--- src/hw/rtl/srctok_pkg.sv ---
// Shared types, token codes and keyword tables for the source tokenizer.
package srctok_pkg;

    localparam int KIND_W = 6;
    localparam int OFF_W  = 24;
    localparam int LEN_W  = 16;
    localparam int LINE_W = 20;
    localparam int CFG_W  = 20;
    localparam int NKW    = 14;

    localparam logic [KIND_W-1:0] K_LPAREN  = 6'd0;
    localparam logic [KIND_W-1:0] K_RPAREN  = 6'd1;
    localparam logic [KIND_W-1:0] K_LBRACE  = 6'd2;
    localparam logic [KIND_W-1:0] K_RBRACE  = 6'd3;
    localparam logic [KIND_W-1:0] K_SEMI    = 6'd4;
    localparam logic [KIND_W-1:0] K_COMMA   = 6'd5;
    localparam logic [KIND_W-1:0] K_BAR     = 6'd6;
    localparam logic [KIND_W-1:0] K_OROR    = 6'd7;
    localparam logic [KIND_W-1:0] K_MINUS   = 6'd8;
    localparam logic [KIND_W-1:0] K_DEC     = 6'd9;
    localparam logic [KIND_W-1:0] K_PLUS    = 6'd10;
    localparam logic [KIND_W-1:0] K_INC     = 6'd11;
    localparam logic [KIND_W-1:0] K_SLASH   = 6'd12;
    localparam logic [KIND_W-1:0] K_STAR    = 6'd13;
    localparam logic [KIND_W-1:0] K_AMP     = 6'd14;
    localparam logic [KIND_W-1:0] K_TILDE   = 6'd15;
    localparam logic [KIND_W-1:0] K_BANG    = 6'd16;
    localparam logic [KIND_W-1:0] K_NE      = 6'd17;
    localparam logic [KIND_W-1:0] K_ASSIGN  = 6'd18;
    localparam logic [KIND_W-1:0] K_EQ      = 6'd19;
    localparam logic [KIND_W-1:0] K_ARROW   = 6'd20;
    localparam logic [KIND_W-1:0] K_CARET   = 6'd21;
    localparam logic [KIND_W-1:0] K_LT      = 6'd22;
    localparam logic [KIND_W-1:0] K_LE      = 6'd23;
    localparam logic [KIND_W-1:0] K_SHL     = 6'd24;
    localparam logic [KIND_W-1:0] K_GT      = 6'd25;
    localparam logic [KIND_W-1:0] K_GE      = 6'd26;
    localparam logic [KIND_W-1:0] K_SHR     = 6'd27;
    localparam logic [KIND_W-1:0] K_STRING  = 6'd28;
    localparam logic [KIND_W-1:0] K_NUMBER  = 6'd29;
    localparam logic [KIND_W-1:0] K_IDENT   = 6'd30;
    localparam logic [KIND_W-1:0] K_KW0     = 6'd31;
    localparam logic [KIND_W-1:0] K_END     = 6'd45;
    localparam logic [KIND_W-1:0] K_BADCHAR = 6'd46;
    localparam logic [KIND_W-1:0] K_OPENSTR = 6'd47;

    // characters stored lowest index first
    localparam logic [5:0][7:0] KW_TEXT [NKW] = '{
        48'("esle"), 48'("eslaf"), 48'("rof"), 48'("cnuf"), 48'("tni"),
        48'("fi"), 48'("rahc"), 48'("nruter"), 48'("tel"), 48'("rav"),
        48'("diov"), 48'("labolg"), 48'("gnirts"), 48'("elihw")};
    localparam logic [2:0] KW_LEN [NKW] = '{
        3'd4, 3'd5, 3'd3, 3'd4, 3'd3, 3'd2, 3'd4,
        3'd6, 3'd3, 3'd3, 3'd4, 3'd6, 3'd6, 3'd5};

    typedef enum logic [8:0] {
        M_IDLE    = 9'b000000001,
        M_SLASH   = 9'b000000010,
        M_COMMENT = 9'b000000100,
        M_OP      = 9'b000001000,
        M_IDENT   = 9'b000010000,
        M_INT     = 9'b000100000,
        M_DOT     = 9'b001000000,
        M_FRAC    = 9'b010000000,
        M_STR     = 9'b100000000
    } scan_mode_t;

    typedef struct packed {
        logic              hit;
        logic [KIND_W-1:0] kind;
    } pair_t;

    typedef struct packed {
        logic [KIND_W-1:0] kind;
        logic [OFF_W-1:0]  start;
        logic [LEN_W-1:0]  len;
        logic [LINE_W-1:0] line;
    } result_t;

    typedef struct packed {
        logic [1:0]       count;
        result_t [2:0]    res;
    } group_t;

    function automatic logic [KIND_W-1:0] single_kind(input logic [7:0] h);
        logic [KIND_W-1:0] k;
        case (h)
            "|":     k = K_BAR;
            "-":     k = K_MINUS;
            "+":     k = K_PLUS;
            "!":     k = K_BANG;
            "=":     k = K_ASSIGN;
            "<":     k = K_LT;
            default: k = K_GT;
        endcase
        return k;
    endfunction

    function automatic pair_t pair_kind(input logic [7:0] h, input logic [7:0] c);
        pair_t p;
        p.hit  = 1'b1;
        p.kind = K_OROR;
        if (h == "|" && c == "|") p.kind = K_OROR;
        else if (h == "-" && c == "-") p.kind = K_DEC;
        else if (h == "+" && c == "+") p.kind = K_INC;
        else if (h == "!" && c == "=") p.kind = K_NE;
        else if (h == "=" && c == "=") p.kind = K_EQ;
        else if (h == "=" && c == ">") p.kind = K_ARROW;
        else if (h == "<" && c == "=") p.kind = K_LE;
        else if (h == "<" && c == "<") p.kind = K_SHL;
        else if (h == ">" && c == "=") p.kind = K_GE;
        else if (h == ">" && c == ">") p.kind = K_SHR;
        else p.hit = 1'b0;
        return p;
    endfunction

    function automatic logic [KIND_W-1:0] kw_lookup(input logic [5:0][7:0] prefix,
                                                    input logic [2:0] len);
        logic [KIND_W-1:0] k;
        logic              eq;
        k = K_IDENT;
        for (int kk = 0; kk < NKW; kk++) begin
            eq = (len == KW_LEN[kk]);
            for (int i = 0; i < 6; i++) begin
                if (3'(i) < KW_LEN[kk] && prefix[i] != KW_TEXT[kk][i]) eq = 1'b0;
            end
            if (eq) k = K_KW0 + KIND_W'(kk);
        end
        return k;
    endfunction

endpackage

--- src/hw/rtl/srctok_scanner.sv ---
// Scanner state and combinational token decision for one source byte.
module srctok_scanner #(
    parameter int OFFSET_BITS = 24,
    parameter int LENGTH_BITS = 16,
    parameter int LINE_BITS   = 20
) (
    input  logic                             aclk,
    input  logic                             aresetn,
    input  logic                             accept,
    input  logic [7:0]                       in_byte,
    input  logic                             in_end,
    input  logic                             cfg_we,
    input  logic [srctok_pkg::CFG_W-1:0]     cfg_value,
    output srctok_pkg::group_t               grp
);

    localparam int CW = (LINE_BITS > srctok_pkg::CFG_W) ? LINE_BITS : srctok_pkg::CFG_W;

    srctok_pkg::scan_mode_t mode_reg, mode_next;
    logic [7:0]             held_reg, held_next;
    logic [5:0][7:0]        pref_reg, pref_next;
    logic [OFFSET_BITS-1:0] tb_reg, tb_next, off_reg, off_next;
    logic [LENGTH_BITS-1:0] tl_reg, tl_next;
    logic [LINE_BITS-1:0]   line_reg, line_next;
    logic                   fin_reg, fin_next;

    logic [7:0]             c;
    logic                   is_al, is_dg;
    logic [LENGTH_BITS-1:0] tl_inc, tl_inc2;
    logic [OFFSET_BITS-1:0] off_inc, dot_off;
    logic [LINE_BITS-1:0]   line_inc;
    logic [CW-1:0]          cfg_ext, lmax_ext;

    logic                          p_v, d_v;
    logic [srctok_pkg::KIND_W-1:0] p_kind;

    srctok_pkg::scan_mode_t        s_mode;
    logic                          s_tv, s_held, s_ident, s_nl;
    logic [srctok_pkg::KIND_W-1:0] s_kind;

    logic                          do_flush, do_start, t_v;
    logic [srctok_pkg::KIND_W-1:0] t_kind;
    logic [OFFSET_BITS-1:0]        t_start;
    logic [LENGTH_BITS-1:0]        t_len;
    srctok_pkg::pair_t             pr;

    srctok_pkg::result_t r_p, r_d, r_t;

    assign c        = in_byte;
    assign is_al    = ((c | 8'h20) >= "a") && ((c | 8'h20) <= "z");
    assign is_dg    = (c >= "0") && (c <= "9");
    assign tl_inc   = (tl_reg == '1) ? tl_reg : tl_reg + 1'b1;
    assign tl_inc2  = (tl_inc == '1) ? tl_inc : tl_inc + 1'b1;
    assign off_inc  = (off_reg == '1) ? off_reg : off_reg + 1'b1;
    assign dot_off  = (off_reg == '0) ? off_reg : off_reg - 1'b1;
    assign line_inc = (line_reg == '1) ? line_reg : line_reg + 1'b1;
    assign cfg_ext  = CW'(cfg_value);
    assign lmax_ext = CW'({LINE_BITS{1'b1}});
    assign pr       = srctok_pkg::pair_kind(held_reg, c);

    // pending token flush
    always_comb begin
        p_v    = 1'b0;
        d_v    = 1'b0;
        p_kind = srctok_pkg::K_NUMBER;
        case (mode_reg)
            srctok_pkg::M_SLASH: begin
                p_v    = 1'b1;
                p_kind = srctok_pkg::K_SLASH;
            end
            srctok_pkg::M_OP: begin
                p_v    = 1'b1;
                p_kind = srctok_pkg::single_kind(held_reg);
            end
            srctok_pkg::M_IDENT: begin
                p_v    = 1'b1;
                p_kind = (tl_reg > LENGTH_BITS'(6)) ? srctok_pkg::K_IDENT :
                         srctok_pkg::kw_lookup(pref_reg, tl_reg[2:0]);
            end
            srctok_pkg::M_INT, srctok_pkg::M_FRAC: begin
                p_v = 1'b1;
            end
            srctok_pkg::M_DOT: begin
                p_v = 1'b1;
                d_v = 1'b1;
            end
            srctok_pkg::M_STR: begin
                p_v    = in_end;
                p_kind = srctok_pkg::K_OPENSTR;
            end
            default: ;
        endcase
    end

    // byte seen between tokens
    always_comb begin
        s_mode  = srctok_pkg::M_IDLE;
        s_tv    = 1'b0;
        s_kind  = srctok_pkg::K_BADCHAR;
        s_held  = 1'b0;
        s_ident = 1'b0;
        s_nl    = 1'b0;
        case (c)
            8'h20, 8'h0D, 8'h09: ;
            8'h0A: s_nl = 1'b1;
            "/":   s_mode = srctok_pkg::M_SLASH;
            8'h22: s_mode = srctok_pkg::M_STR;
            "|", "-", "+", "!", "=", "<", ">": begin
                s_mode = srctok_pkg::M_OP;
                s_held = 1'b1;
            end
            "(": begin s_tv = 1'b1; s_kind = srctok_pkg::K_LPAREN; end
            ")": begin s_tv = 1'b1; s_kind = srctok_pkg::K_RPAREN; end
            "{": begin s_tv = 1'b1; s_kind = srctok_pkg::K_LBRACE; end
            "}": begin s_tv = 1'b1; s_kind = srctok_pkg::K_RBRACE; end
            ";": begin s_tv = 1'b1; s_kind = srctok_pkg::K_SEMI; end
            ",": begin s_tv = 1'b1; s_kind = srctok_pkg::K_COMMA; end
            "*": begin s_tv = 1'b1; s_kind = srctok_pkg::K_STAR; end
            "&": begin s_tv = 1'b1; s_kind = srctok_pkg::K_AMP; end
            "~": begin s_tv = 1'b1; s_kind = srctok_pkg::K_TILDE; end
            "^": begin s_tv = 1'b1; s_kind = srctok_pkg::K_CARET; end
            default: begin
                if (is_al) begin
                    s_mode  = srctok_pkg::M_IDENT;
                    s_ident = 1'b1;
                end else if (is_dg) begin
                    s_mode = srctok_pkg::M_INT;
                end else begin
                    s_tv = 1'b1;
                end
            end
        endcase
    end

    always_comb begin
        mode_next = mode_reg;
        held_next = held_reg;
        pref_next = pref_reg;
        tb_next   = tb_reg;
        tl_next   = tl_reg;
        off_next  = off_reg;
        line_next = line_reg;
        fin_next  = fin_reg;
        do_flush  = 1'b0;
        do_start  = 1'b0;
        t_v       = 1'b0;
        t_kind    = srctok_pkg::K_END;
        t_start   = tb_reg;
        t_len     = tl_reg;
        if (cfg_we) begin
            line_next = (cfg_ext > lmax_ext) ? LINE_BITS'(lmax_ext) : LINE_BITS'(cfg_ext);
        end
        if (accept && !fin_reg) begin
            if (in_end) begin
                do_flush  = 1'b1;
                t_v       = 1'b1;
                t_kind    = srctok_pkg::K_END;
                t_start   = off_reg;
                t_len     = '0;
                fin_next  = 1'b1;
                mode_next = srctok_pkg::M_IDLE;
            end else begin
                off_next = off_inc;
                case (mode_reg)
                    srctok_pkg::M_SLASH: begin
                        if (c == "/") mode_next = srctok_pkg::M_COMMENT;
                        else do_start = 1'b1;
                    end
                    srctok_pkg::M_COMMENT: begin
                        if (c == 8'h0A) begin
                            line_next = line_inc;
                            mode_next = srctok_pkg::M_IDLE;
                        end
                    end
                    srctok_pkg::M_OP: begin
                        if (pr.hit) begin
                            t_v       = 1'b1;
                            t_kind    = pr.kind;
                            t_len     = LENGTH_BITS'(2);
                            mode_next = srctok_pkg::M_IDLE;
                        end else begin
                            do_start = 1'b1;
                        end
                    end
                    srctok_pkg::M_IDENT: begin
                        if (is_al || is_dg) begin
                            for (int i = 0; i < 6; i++) begin
                                if (tl_reg == LENGTH_BITS'(i)) pref_next[i] = c;
                            end
                            tl_next = tl_inc;
                        end else begin
                            do_start = 1'b1;
                        end
                    end
                    srctok_pkg::M_INT: begin
                        if (is_dg) tl_next = tl_inc;
                        else if (c == ".") mode_next = srctok_pkg::M_DOT;
                        else do_start = 1'b1;
                    end
                    srctok_pkg::M_DOT: begin
                        if (is_dg) begin
                            tl_next   = tl_inc2;
                            mode_next = srctok_pkg::M_FRAC;
                        end else begin
                            do_start = 1'b1;
                        end
                    end
                    srctok_pkg::M_FRAC: begin
                        if (is_dg) tl_next = tl_inc;
                        else do_start = 1'b1;
                    end
                    srctok_pkg::M_STR: begin
                        tl_next = tl_inc;
                        if (c == 8'h0A) begin
                            line_next = line_inc;
                        end else if (c == 8'h22) begin
                            t_v       = 1'b1;
                            t_kind    = srctok_pkg::K_STRING;
                            t_len     = tl_inc;
                            mode_next = srctok_pkg::M_IDLE;
                        end
                    end
                    default: do_start = 1'b1;
                endcase
                if (do_start) begin
                    do_flush  = (mode_reg != srctok_pkg::M_IDLE);
                    tb_next   = off_reg;
                    tl_next   = LENGTH_BITS'(1);
                    mode_next = s_mode;
                    t_v       = s_tv;
                    t_kind    = s_kind;
                    t_start   = off_reg;
                    t_len     = LENGTH_BITS'(1);
                    if (s_held) held_next = c;
                    if (s_ident) pref_next[0] = c;
                    if (s_nl) line_next = line_inc;
                end
            end
        end
    end

    always_comb begin
        r_p.kind  = p_kind;
        r_p.start = srctok_pkg::OFF_W'(tb_reg);
        r_p.len   = srctok_pkg::LEN_W'(tl_reg);
        r_p.line  = srctok_pkg::LINE_W'(line_reg);
        r_d.kind  = srctok_pkg::K_BADCHAR;
        r_d.start = srctok_pkg::OFF_W'(dot_off);
        r_d.len   = srctok_pkg::LEN_W'(1);
        r_d.line  = srctok_pkg::LINE_W'(line_reg);
        r_t.kind  = t_kind;
        r_t.start = srctok_pkg::OFF_W'(t_start);
        r_t.len   = srctok_pkg::LEN_W'(t_len);
        r_t.line  = srctok_pkg::LINE_W'(line_reg);
        grp.res[0] = (do_flush && p_v) ? r_p : r_t;
        grp.res[1] = (do_flush && d_v) ? r_d : r_t;
        grp.res[2] = r_t;
        grp.count  = 2'(do_flush && p_v) + 2'(do_flush && d_v) + 2'(t_v);
    end

    always_ff @(posedge aclk) begin
        pref_reg <= pref_next;
        if (!aresetn) begin
            mode_reg <= srctok_pkg::M_IDLE;
            off_reg  <= '0;
            line_reg <= LINE_BITS'(1);
            fin_reg  <= 1'b0;
            held_reg <= '0;
            tb_reg   <= '0;
            tl_reg   <= '0;
        end else begin
            mode_reg <= mode_next;
            off_reg  <= off_next;
            line_reg <= line_next;
            fin_reg  <= fin_next;
            held_reg <= held_next;
            tb_reg   <= tb_next;
            tl_reg   <= tl_next;
        end
    end

endmodule

--- src/hw/rtl/srctok_outbuf.sv ---
// Result register holding the tokens of one byte and sending them as beats.
module srctok_outbuf (
    input  logic                            aclk,
    input  logic                            aresetn,
    input  logic                            load,
    input  srctok_pkg::group_t              grp_in,
    output logic                            in_ready,
    output logic                            m_tvalid,
    input  logic                            m_tready,
    output logic [7:0]                      m_tuser,  // token_kind[5:0], zero
    output logic [63:0]                     m_tdata,  // start_offset, token_length, line_number
    output logic                            m_tlast
);

    srctok_pkg::group_t  grp_reg;
    logic [1:0]          cnt_reg, idx_reg;
    logic                last_beat, fire;
    srctok_pkg::result_t cur;

    assign cur       = grp_reg.res[idx_reg];
    assign last_beat = (idx_reg == cnt_reg - 2'd1);
    assign m_tvalid  = (cnt_reg != 2'd0);
    assign fire      = m_tvalid && m_tready;
    assign in_ready  = !m_tvalid || (fire && last_beat);
    assign m_tlast   = last_beat;
    assign m_tuser   = {2'b00, cur.kind};
    assign m_tdata   = {4'h0, cur.line, cur.len, cur.start};

    always_ff @(posedge aclk) begin
        if (load) grp_reg <= grp_in;
        if (!aresetn) begin
            cnt_reg <= 2'd0;
            idx_reg <= 2'd0;
        end else if (load) begin
            cnt_reg <= grp_in.count;
            idx_reg <= 2'd0;
        end else if (fire) begin
            if (last_beat) cnt_reg <= 2'd0;
            else idx_reg <= idx_reg + 2'd1;
        end
    end

endmodule

--- src/hw/rtl/source_tokenizer.sv ---
// Top level of the source tokenizer: byte stream in, token stream out.
// A token is registered in the output buffer when the byte that completes it is taken.
// Throughput: one byte per cycle while each byte yields at most one token and m_tready
// is high; a byte yielding two or three tokens stalls the input until its last beat is taken.
// Reset: aresetn low, synchronous; scanner idle, offsets zero, line count 1,
// output empty.
module source_tokenizer #(
    parameter int OFFSET_BITS = 24,
    parameter int LENGTH_BITS = 16,
    parameter int LINE_BITS   = 20
) (
    input  logic        aclk,
    input  logic        aresetn,
    input  logic        s_tvalid,
    output logic        s_tready,
    input  logic [7:0]  s_tdata,   // source_byte[7:0]
    input  logic [7:0]  s_tuser,   // end_of_source[0], unused
    output logic        m_tvalid,
    input  logic        m_tready,
    output logic [63:0] m_tdata,   // start_offset[23:0], token_length[39:24], line_number[59:40]
    output logic [7:0]  m_tuser,   // token_kind[5:0]
    output logic        m_tlast,
    input  logic        cfg_valid,
    output logic        cfg_ready,
    input  logic [19:0] cfg_data
);

    srctok_pkg::group_t grp;
    logic               accept;

    assign cfg_ready = 1'b1;
    assign accept    = s_tvalid && s_tready;

    srctok_scanner #(
        .OFFSET_BITS(OFFSET_BITS),
        .LENGTH_BITS(LENGTH_BITS),
        .LINE_BITS(LINE_BITS)
    ) u_scanner (
        .aclk(aclk),
        .aresetn(aresetn),
        .accept(accept),
        .in_byte(s_tdata),
        .in_end(s_tuser[0]),
        .cfg_we(cfg_valid && cfg_ready),
        .cfg_value(cfg_data),
        .grp(grp)
    );

    srctok_outbuf u_outbuf (
        .aclk(aclk),
        .aresetn(aresetn),
        .load(accept),
        .grp_in(grp),
        .in_ready(s_tready),
        .m_tvalid(m_tvalid),
        .m_tready(m_tready),
        .m_tuser(m_tuser),
        .m_tdata(m_tdata),
        .m_tlast(m_tlast)
    );

endmodule

--- config.mk ---
export PLATFORM = sky130hd
export DESIGN_NAME = source_tokenizer
export DESIGN_NICKNAME = d
export VERILOG_FILES = /design/src/hw/rtl/srctok_pkg.sv /design/src/hw/rtl/srctok_scanner.sv /design/src/hw/rtl/srctok_outbuf.sv /design/src/hw/rtl/source_tokenizer.sv
export SDC_FILE = /design/constraint.sdc
export NUM_CORES = 1
export LEC_CHECK = 0
export CAP_MARGIN = 40
export CORE_MARGIN = 2
export CORE_UTILIZATION = 29
export DETAILED_ROUTE_END_ITERATION = 10
export DONT_BUFFER_PORTS = 1
export GPL_TIMING_DRIVEN = 0
export PLACE_DENSITY_LB_ADDON = 0.25
export SKIP_LAST_GASP = 1
export SLEW_MARGIN = 20
export SYNTH_ARGS = -nofsm -noshare
export SYNTH_HDL_FRONTEND = slang
export SYNTH_HIERARCHICAL = 1
export SYNTH_SLANG_ARGS = --single-unit
export TNS_END_PERCENT = 100
--- constraint.sdc ---
create_clock -name aclk -period 19.9 [get_ports aclk]
set_clock_uncertainty 0.1 [all_clocks]
set_input_delay 1.99 -clock aclk [delete_from_list [all_inputs] [get_ports aclk]]
set_output_delay 1.99 -clock aclk [all_outputs]
set_load 0.02 [all_outputs]
==> flow_summary.toml, run 1 <==
[run_status]
status = "finished, final reports clean"

[final_layout]
area_delta_synth_final_pct = 13.7
finish.utilization_pct = 33.4
fillers = 6691
final_cells = 2926
num_antenna_cells = 0
final_nets = 2085
drive_above_1_share_pct = 12.9
largest_reg_flops = 198

[logic_synthesis]
yosysTopAreaCell = "edfxtp_1"
synth_area_per_cell_um2 = 9.89
ys_ff_latch = 352
ys.flop_type = "edfxtp_1"
synth_area_leaders = "edfxtp_1, dfxtp_1, nand2_1"
synth.distinct_cells = 88
synth_edf_count = 246
synth_top_cell_area_share_pct = 38.1
synth_warnings = 6
syn_area_um2 = 19400
yosysSeqAreaShare_pct = 49.1
synth.most_common_cell = "nand2_1"
synthArstFlopShare_pct = 0
synthTopCellsByCount = "nand2_1, edfxtp_1, o21ai_0"
synthesis.instances = 1958

[grt]
grt_overflow = 0
grt_max_degree = 61
grt.total_usage_pct = 16.7
grt_first_pass_wirelength_um = 90300
antenna_found_initial = 2
grt_pass1_vias = 14800

[placed_design]
port_buffers = 0
gp_congestion = 0.926
dp_cells = 2853
dp_hpwl_um = 43200

[clock_tree]
cts-resized-gates = 0
cts_max_path_buffers = 3
root_buffer = "clkbuf_16"
htree_levels = 2
cts_made_buffers = 40
holdBufCountCts = 0
clock_sinks = 352
cts_setup_buffers = 0
clkLatencyLatePin_ps = 570
clk_pin_slew_worst_paths_ps = 60
cts_tree = "built"

[power_and_ir_drop]
p_leak_nw = 7.33
peakVddDrop_mv = 0.0456
cellPowerDensity_nw_per_um2 = 77.5

[critical_path]
worst-path-max-fanout = 57
setup.worst_path.end_class = "flop"
rrSetupSlack_ps = 14040
crit_top_cell = "clkbuf_1"
critPathLaunchType = "input pin"
cp_top_family = "simple AND/OR/NAND/NOR gates"
crit_buf_inv = 6
worst_path_max_delay_cell = "and2_4"
crit_type = "in -> reg"
required_ps = 20260
worst_ep_arrival_time_ps = 6720
max_stage_delay_ps = 520
path_cells = "nand2b_1 -> nor3_1 -> or2_2 -> and2_4 -> buf_16 -> nor2b_1 -> clkbuf_1 -> nand2b_1 -> clkbuf_1 -> inv_1 -> nand3_1 -> clkbuf_1 -> nor2_1 -> inv_1 -> nor3_1 -> a311oi_1 -> a211oi_1"

[timing]
max_freq_mhz = 157
worst_slew_pin_slew_ps = 914
period_minus_slack_ps = 6360
maxSlewHeadroom_pct = 38.4
rsz0062_at_grt = "false"
final-setup-viol-count = 0
final.setup.tns_ps = 0
drv_slew = 0
period_share_pct = 32.0
hold_viol = 0

[floorplanning]
die_area_um2 = 68900
io_pins = 117
die_w_um = 262
rows = 94
coreArea_um2 = 66000
fp.dieH_um = 262
start_util_pct = 29.4

[detailed_routing]
first_pass_iters = 6
drt_iter0_drc = 1269
postRouteAntennaNets = 0
remaining_drc_errors = 0
via_per_inst = 5.24
post_drt_wl_per_cell_um = 20.1
totalWireLength_um = 58900
vias = 15300

[hold_path]
min_path_type = "reg -> reg"

[job]
drv_cap = 0
## layout by cell type, fill, tap and decap left out, types with 36 or more instances in the layout
cell       Yosys  routed
inv_1         36      36
a21oi_1       67      67
mux2i_1       81      81
o21ai_0      144     144
nor3_1        59      58
mux2_2        53      53
edfxtp_1     246     246
dfxtp_1      106     106
clkbuf_16      0      41
buf_4         56      60
buf_2         23      39
nor2_1       104     104
nand3_1       48      48
nand2_1      256     256
clkbuf_1     100     106
and2_1        39      38
## metal layers
metal  share of wire, %  track usage [%]  vias up
met5              0.042                0        -
met4                2.2             4.57        4
met3                6.1             3.40       86
met2                 45             26.7      429
met1                 46             22.9     7468
li1                   -                -     7356
## final timing paths
| kind | from | to | cells past startpoint |
|---|---|---|---|
| hold reg to reg | u_scanner/held_reg[7] | u_scanner/held_reg[7] | 2 |
| hold / removal | u_scanner/held_reg[7] | u_scanner/held_reg[7] | 2 |
| setup / recovery | m_tready | u_scanner/line_reg[10] | 17 |
| setup reg to reg | u_outbuf/cnt_reg[0] | u_scanner/line_reg[10] | 19 |
## per-stage QoR
stage / hold slack [ps] / worst slack, ps / total power, W / instance area (um2)
2_1_floorplan: 330 / 9960 / 0.000947 / 19400
3_3_place_gp: 342 / 6480 / 0.000990 / 20500
3_5_place_dp: 353 / 13060 / 0.000991 / 20700
4_1_cts: 360 / 13640 / 0.00173 / 22000
5_1_grt: 412 / 13120 / 0.00177 / 22000
6_report: 359 / 13540 / 0.00171 / 22000
## cells by family (layout without fill, tap and decap cells)
kind of cell	Yosys count	in the layout	synth area share, %
DFF	352	352	49.1
xor gates and xnor gates	44	44	1.99
buffers and inverters	228	327	5.96
and+or+nand+nor	755	755	20.5
AOI/OAI and AO/OA	431	431	14.3
adders and majority gates	12	12	0.814
muxes	134	134	7.27
other	2	7	0.0388
## power breakdown
group          switching (W)  internal (W)
Clock               0.000306      0.000425
Sequential         0.0000139      0.000820
Combinational      0.0000977     0.0000440
Total               0.000417       0.00129
## area by class of cell
cell class,count,area (um2),area share (%)
Sequential cell,352,9510,43.2
Multi-Input combinational cell,1383,8750,39.8
Tap cell,864,1080,4.91
Clock buffer,49,1080,4.89
Buffer,192,1020,4.64
Timing Repair Buffer,27,238,1.08
Clock inverter,23,205,0.932
Inverter,36,135,0.614
## worst reg2reg max path: cells and delay by family, from the launching register on
family / cells / cell delay (ps)
AO/OA/AOI/OAI: 2 / 380
AND/OR/NAND/NOR: 8 / 2420
XOR/XNOR: 1 / 170
flip-flops: 1 / 390
adder cells (fa/ha/maj): 1 / 300
buffers and inverters: 7 / 2000
Note: power is estimated with default switching activity, not from simulation.
==> run 2: changes to the inputs <==
==> constraint.sdc (replaced) <==
create_clock -name aclk -period 6.21 [get_ports aclk]
set_clock_uncertainty 0.1 [all_clocks]
set_input_delay 0.621 -clock aclk [delete_from_list [all_inputs] [get_ports aclk]]
set_output_delay 0.621 -clock aclk [all_outputs]
set_load 0.02 [all_outputs]
==> flow_summary.toml, run 2 (synthesis results as in run 1) <==
[run_status]
status = "finished, final reports clean"

[grt]
antenna_found_initial = 1
grt_first_pass_wirelength_um = 90000
grt_max_degree = 59
grt_overflow = 0
grt_pass1_vias = 14800
grt.total_usage_pct = 16.7

[detailed_routing]
postRouteAntennaNets = 0
vias = 15400
post_drt_wl_per_cell_um = 20.2
totalWireLength_um = 59100
via_per_inst = 5.27
first_pass_iters = 5
remaining_drc_errors = 0
drt_iter0_drc = 1423

[floorplanning]
fp.dieH_um = 262
rows = 94
io_pins = 117
start_util_pct = 29.4
die_w_um = 262
coreArea_um2 = 66000
die_area_um2 = 68900

[timing]
rsz0062_at_grt = "false"
maxSlewHeadroom_pct = 39.4
period_share_pct = 91.1
hold_viol = 0
final.setup.tns_ps = 0
whs_ps = 57.6
period_minus_slack_ps = 5660
drv_slew = 0
max_freq_mhz = 177
final-setup-viol-count = 0
worst_slew_pin_slew_ps = 899

[clock_tree]
cts_made_buffers = 41
root_buffer = "clkbuf_16"
cts-resized-gates = 0
cts_setup_buffers = 0
cts_tree = "built"
cts_max_path_buffers = 3
htree_levels = 2
clkLatencyLatePin_ps = 560
holdBufCountCts = 0
clock_sinks = 352
clk_pin_slew_worst_paths_ps = 60

[final_layout]
num_antenna_cells = 0
finish.utilization_pct = 33.4
final_area_um2 = 22000
final_nets = 2086
area_delta_synth_final_pct = 13.8
drive_above_1_share_pct = 12.9
final_common_cell = "nand2_1"
largest_reg_flops = 198
final_cell_mix = "nand2_1, edfxtp_1, o21ai_0"

[critical_path]
worst_ep_arrival_time_ps = 6030
worst-path-max-fanout = 58
critPathLaunchType = "flop"
crit_type = "reg -> reg"
required_ps = 6580
setup.worst_path.end_class = "flop"

[power_and_ir_drop]
peakVddDrop_mv = 0.159
cellPowerDensity_nw_per_um2 = 249
p_leak_nw = 7.32

[placed_design]
port_buffers = 0
dp_hpwl_um = 43100
place_area_um2 = 20700
gp_congestion = 0.909

[hold_path]
min_path_type = "in -> reg"

[job]
drv_cap = 0
[run 2: changes by cell type in the layout (fill, tap and decap cells not counted), moves of 2 or more]
| cell | delta |
|---|---|
| nor2_2 | +2 |
| clkbuf_2 | +2 |
| clkbuf_1 | +7 |
| inv_4 | +2 |
| clkbuf_16 | +2 |
| clkinv_2 | -6 |
| nor2_1 | -2 |
[run 2: through the flow]
| stage | worst slack, ps | instances | total power (W) |
|---|---|---|---|
| 2_1_floorplan | 697 | 1963 | 0.00302 |
| 3_3_place_gp | -1750 | 2827 | 0.00316 |
| 3_5_place_dp | 60.0 | 2852 | 0.00318 |
| 4_1_cts | 19.8 | 2927 | 0.00555 |
| 5_1_grt | 139 | 2929 | 0.00568 |
| 6_report | 551 | 2929 | 0.00548 |
[run 2: routing by layer]
metal	share of wire (%)	GRT usage (%)	up-vias	routed length, um
met2	46	26.7	448	26900
li1	-	-	7349	-
met5	0.015	0	-	9
met1	46	23.1	7583	27300
met3	6.5	3.32	64	3850
met4	1.7	3.71	2	1020
[run 2: final timing paths]
kind	start	endpoint	slack (ps)	cells past startpoint
setup / recovery	u_outbuf/cnt_reg[0]	u_scanner/line_reg[10]	550	20
hold / removal	s_tdata[4]	u_scanner/pref_reg[28]	60	0
setup reg to reg	u_outbuf/cnt_reg[0]	u_scanner/line_reg[10]	550	20
hold reg to reg	u_scanner/held_reg[7]	u_scanner/held_reg[7]	360	2
[run 2: cell type report]
cell class,instances,area [um2]
plain buffers,192,1020
inverters,36,135
clock inverters,16,145
fillers,6693,43900
repair buffers,26,226
well taps,864,1080
flip-flops and latches,352,9510
clock buffers,59,1160
multi-input cells,1384,8770
[run 2: where the power goes]
group / leakage, nW / switching [W] / internal [W] / total, W
Combinational: 3.43 / 0.000315 / 0.000142 / 0.000457
Clock: 0.631 / 0.000967 / 0.00138 / 0.00235
Sequential: 3.25 / 0.0000453 / 0.00263 / 0.00267
Total: 7.32 / 0.00133 / 0.00415 / 0.00548
[run 2: worst max-delay path: stages (launching register included)]
cell      delay [ps]
dfxtp_1          400
inv_1             60
ha_1             310
xnor2_1          180
nor3_1           350
or2_2            300
and2_4           410
buf_16           310
buf_16           290
nor2b_1          180
clkbuf_2         240
nand2b_1          70
clkbuf_1         330
inv_2            280
nand3_1          170
clkbuf_1         290
nor2_2           310
inv_1            160
nor3_1           350
a311oi_1         170
a211oi_1         250
==> run 3: changes to the inputs <==
==> constraint.sdc (replaced) <==
create_clock -name aclk -period 7 [get_ports aclk]
set_clock_uncertainty 0.1 [all_clocks]
set_input_delay 0.7 -clock aclk [delete_from_list [all_inputs] [get_ports aclk]]
set_output_delay 0.7 -clock aclk [all_outputs]
set_load 0.02 [all_outputs]
==> flow_summary.toml, run 3 (synthesis results as in run 1) <==
[detailed_routing]
post_drt_wl_per_cell_um = 20.2
drt_iter0_drc = 1418
vias = 15600
postRouteAntennaNets = 0
remaining_drc_errors = 0
totalWireLength_um = 59000
first_pass_iters = 5
via_per_inst = 5.33

[final_layout]
drive_above_1_share_pct = 12.6
largest_reg_flops = 198
final_common_cell = "nand2_1"
finish.utilization_pct = 33.5
num_antenna_cells = 0
area_delta_synth_final_pct = 14.3
final_cells = 2929
final_cell_mix = "nand2_1, edfxtp_1, o21ai_0"
final_nets = 2086
fillers = 6757

[grt]
grt_overflow = 0
grt.total_usage_pct = 16.7
grt_first_pass_wirelength_um = 90400
antenna_found_initial = 1
grt_pass1_vias = 14900
grt_max_degree = 63

[timing]
maxSlewHeadroom_pct = 31.7
setup_ws_ps = 948
hold_viol = 0
worst_slew_pin_slew_ps = 1010
period_minus_slack_ps = 6050
final-setup-viol-count = 0
drv_slew = 0
rsz0062_at_grt = "false"
max_freq_mhz = 165
period_share_pct = 86.5
whs_ps = 131

[critical_path]
reg2reg_to = "u_scanner/off_reg[16]"
crit_type = "reg -> reg"
required_ps = 7350
crit_start = "u_outbuf/cnt_reg[0]"
r2r_start = "u_outbuf/cnt_reg[0]"
critPathLaunchType = "flop"
rrSetupSlack_ps = 950
worst-path-max-fanout = 56
setup.worst_path.end_class = "flop"
worst_ep_arrival_time_ps = 6400
worstRegToRegCells = 19

[job]
drv_cap = 0

[placed_design]
gp_congestion = 0.901
pre_cts_slack_ps = 934
port_buffers = 0
dp_hpwl_um = 43100
dp_cells = 2854

[power_and_ir_drop]
clkPwrFrac_pct = 44.7
p_sw_w = 0.00118
comb_power_share_pct = 8.0
p_leak_nw = 7.36
netSwitchingFraction_pct = 23.6
peakVddDrop_mv = 0.142
p_int_w = 0.00383
seq_power_share_pct = 47.2
cellPowerDensity_nw_per_um2 = 227

[clock_tree]
cts_tree = "built"
htree_levels = 2
clock_sinks = 352
cts_made_buffers = 41
clk_pin_slew_worst_paths_ps = 60
holdBufCountCts = 0
cts-resized-gates = 0
root_buffer = "clkbuf_16"
cts_setup_buffers = 0
clkLatencyLatePin_ps = 560
cts_max_path_buffers = 3

[hold_path]
min_path_type = "in -> reg"
hp-start = "s_tdata[4]"
hold-path-cell-count = 0
worstHoldEndpoint = "u_scanner/pref_reg[44]"

[run_status]
status = "finished, final reports clean"

[floorplanning]
die_w_um = 262
fp.dieH_um = 262
io_pins = 117
start_util_pct = 29.4
coreArea_um2 = 66000
rows = 94
die_area_um2 = 68900
run 3: worst max path at each step:
stage                                   endpoint  cells past startpoint
after floorplan           u_scanner/pref_reg[16]                     14
after global placement    u_scanner/pref_reg[19]                     14
after detailed placement   u_scanner/off_reg[22]                     19
after CTS                  u_scanner/off_reg[22]                     19
after global routing       u_scanner/off_reg[16]                     19
final                      u_scanner/off_reg[16]                     19
run 3: worst max-delay path, cell delays in order (launching register included):
cell and delay [ps]:
dfxtp_1 390, inv_1 60, ha_1 300, xnor2_1 170
nor3_1 310, or2_2 290, and2_4 570, buf_16 330
buf_16 280, nor2b_1 160, clkbuf_1 360, nand2b_1 90
clkbuf_1 320, inv_1 350, buf_2 510, nand3_1 200
nor2_1 540, nand4_1 200, xnor2_1 160, and2_1 170
run 3: power by group through the flow:
stage	logic (W)	clock network (W)	registers, W
global placement	0.000383	0	0.00242
CTS	0.000405	0.00232	0.00237
detailed placement	0.000403	0	0.00241
global route	0.000437	0.00239	0.00238
finish	0.000404	0.00225	0.00237
floorplan	0.000276	0	0.00241
run 3: cell type report:
class	instances	area, um2	area share, %
Inverter	36	135	0.610
Clock inverter	16	236	1.07
Sequential cell	352	9510	43.0
Clock buffer	59	1170	5.27
Tap cell	864	1080	4.88
Multi-Input combinational cell	1383	8750	39.5
Buffer	192	1020	4.61
Timing Repair Buffer	27	238	1.07
run 3: metal layers:
| layer | wire [um] | vias up | part of all wire [%] | global-route usage [%] |
|---|---|---|---|---|
| li1 | - | 7355 | - | - |
| met1 | 27000 | 7704 | 46 | 22.8 |
| met2 | 26400 | 463 | 45 | 26.1 |
| met3 | 4000 | 95 | 6.8 | 3.59 |
| met4 | 1600 | 2 | 2.7 | 5.36 |
| met5 | 9 | - | 0.015 | 0 |
run 3: through the flow:
step / cell area, um2 / TNS [ps] / power (W)
CTS: 22100 / 0 / 0.00509
floorplan: 19400 / 0 / 0.00268
detailed placement: 20700 / 0 / 0.00282
global route: 22100 / 0 / 0.00521
global placement: 20500 / -264900 / 0.00280
finish: 22100 / 0 / 0.00502
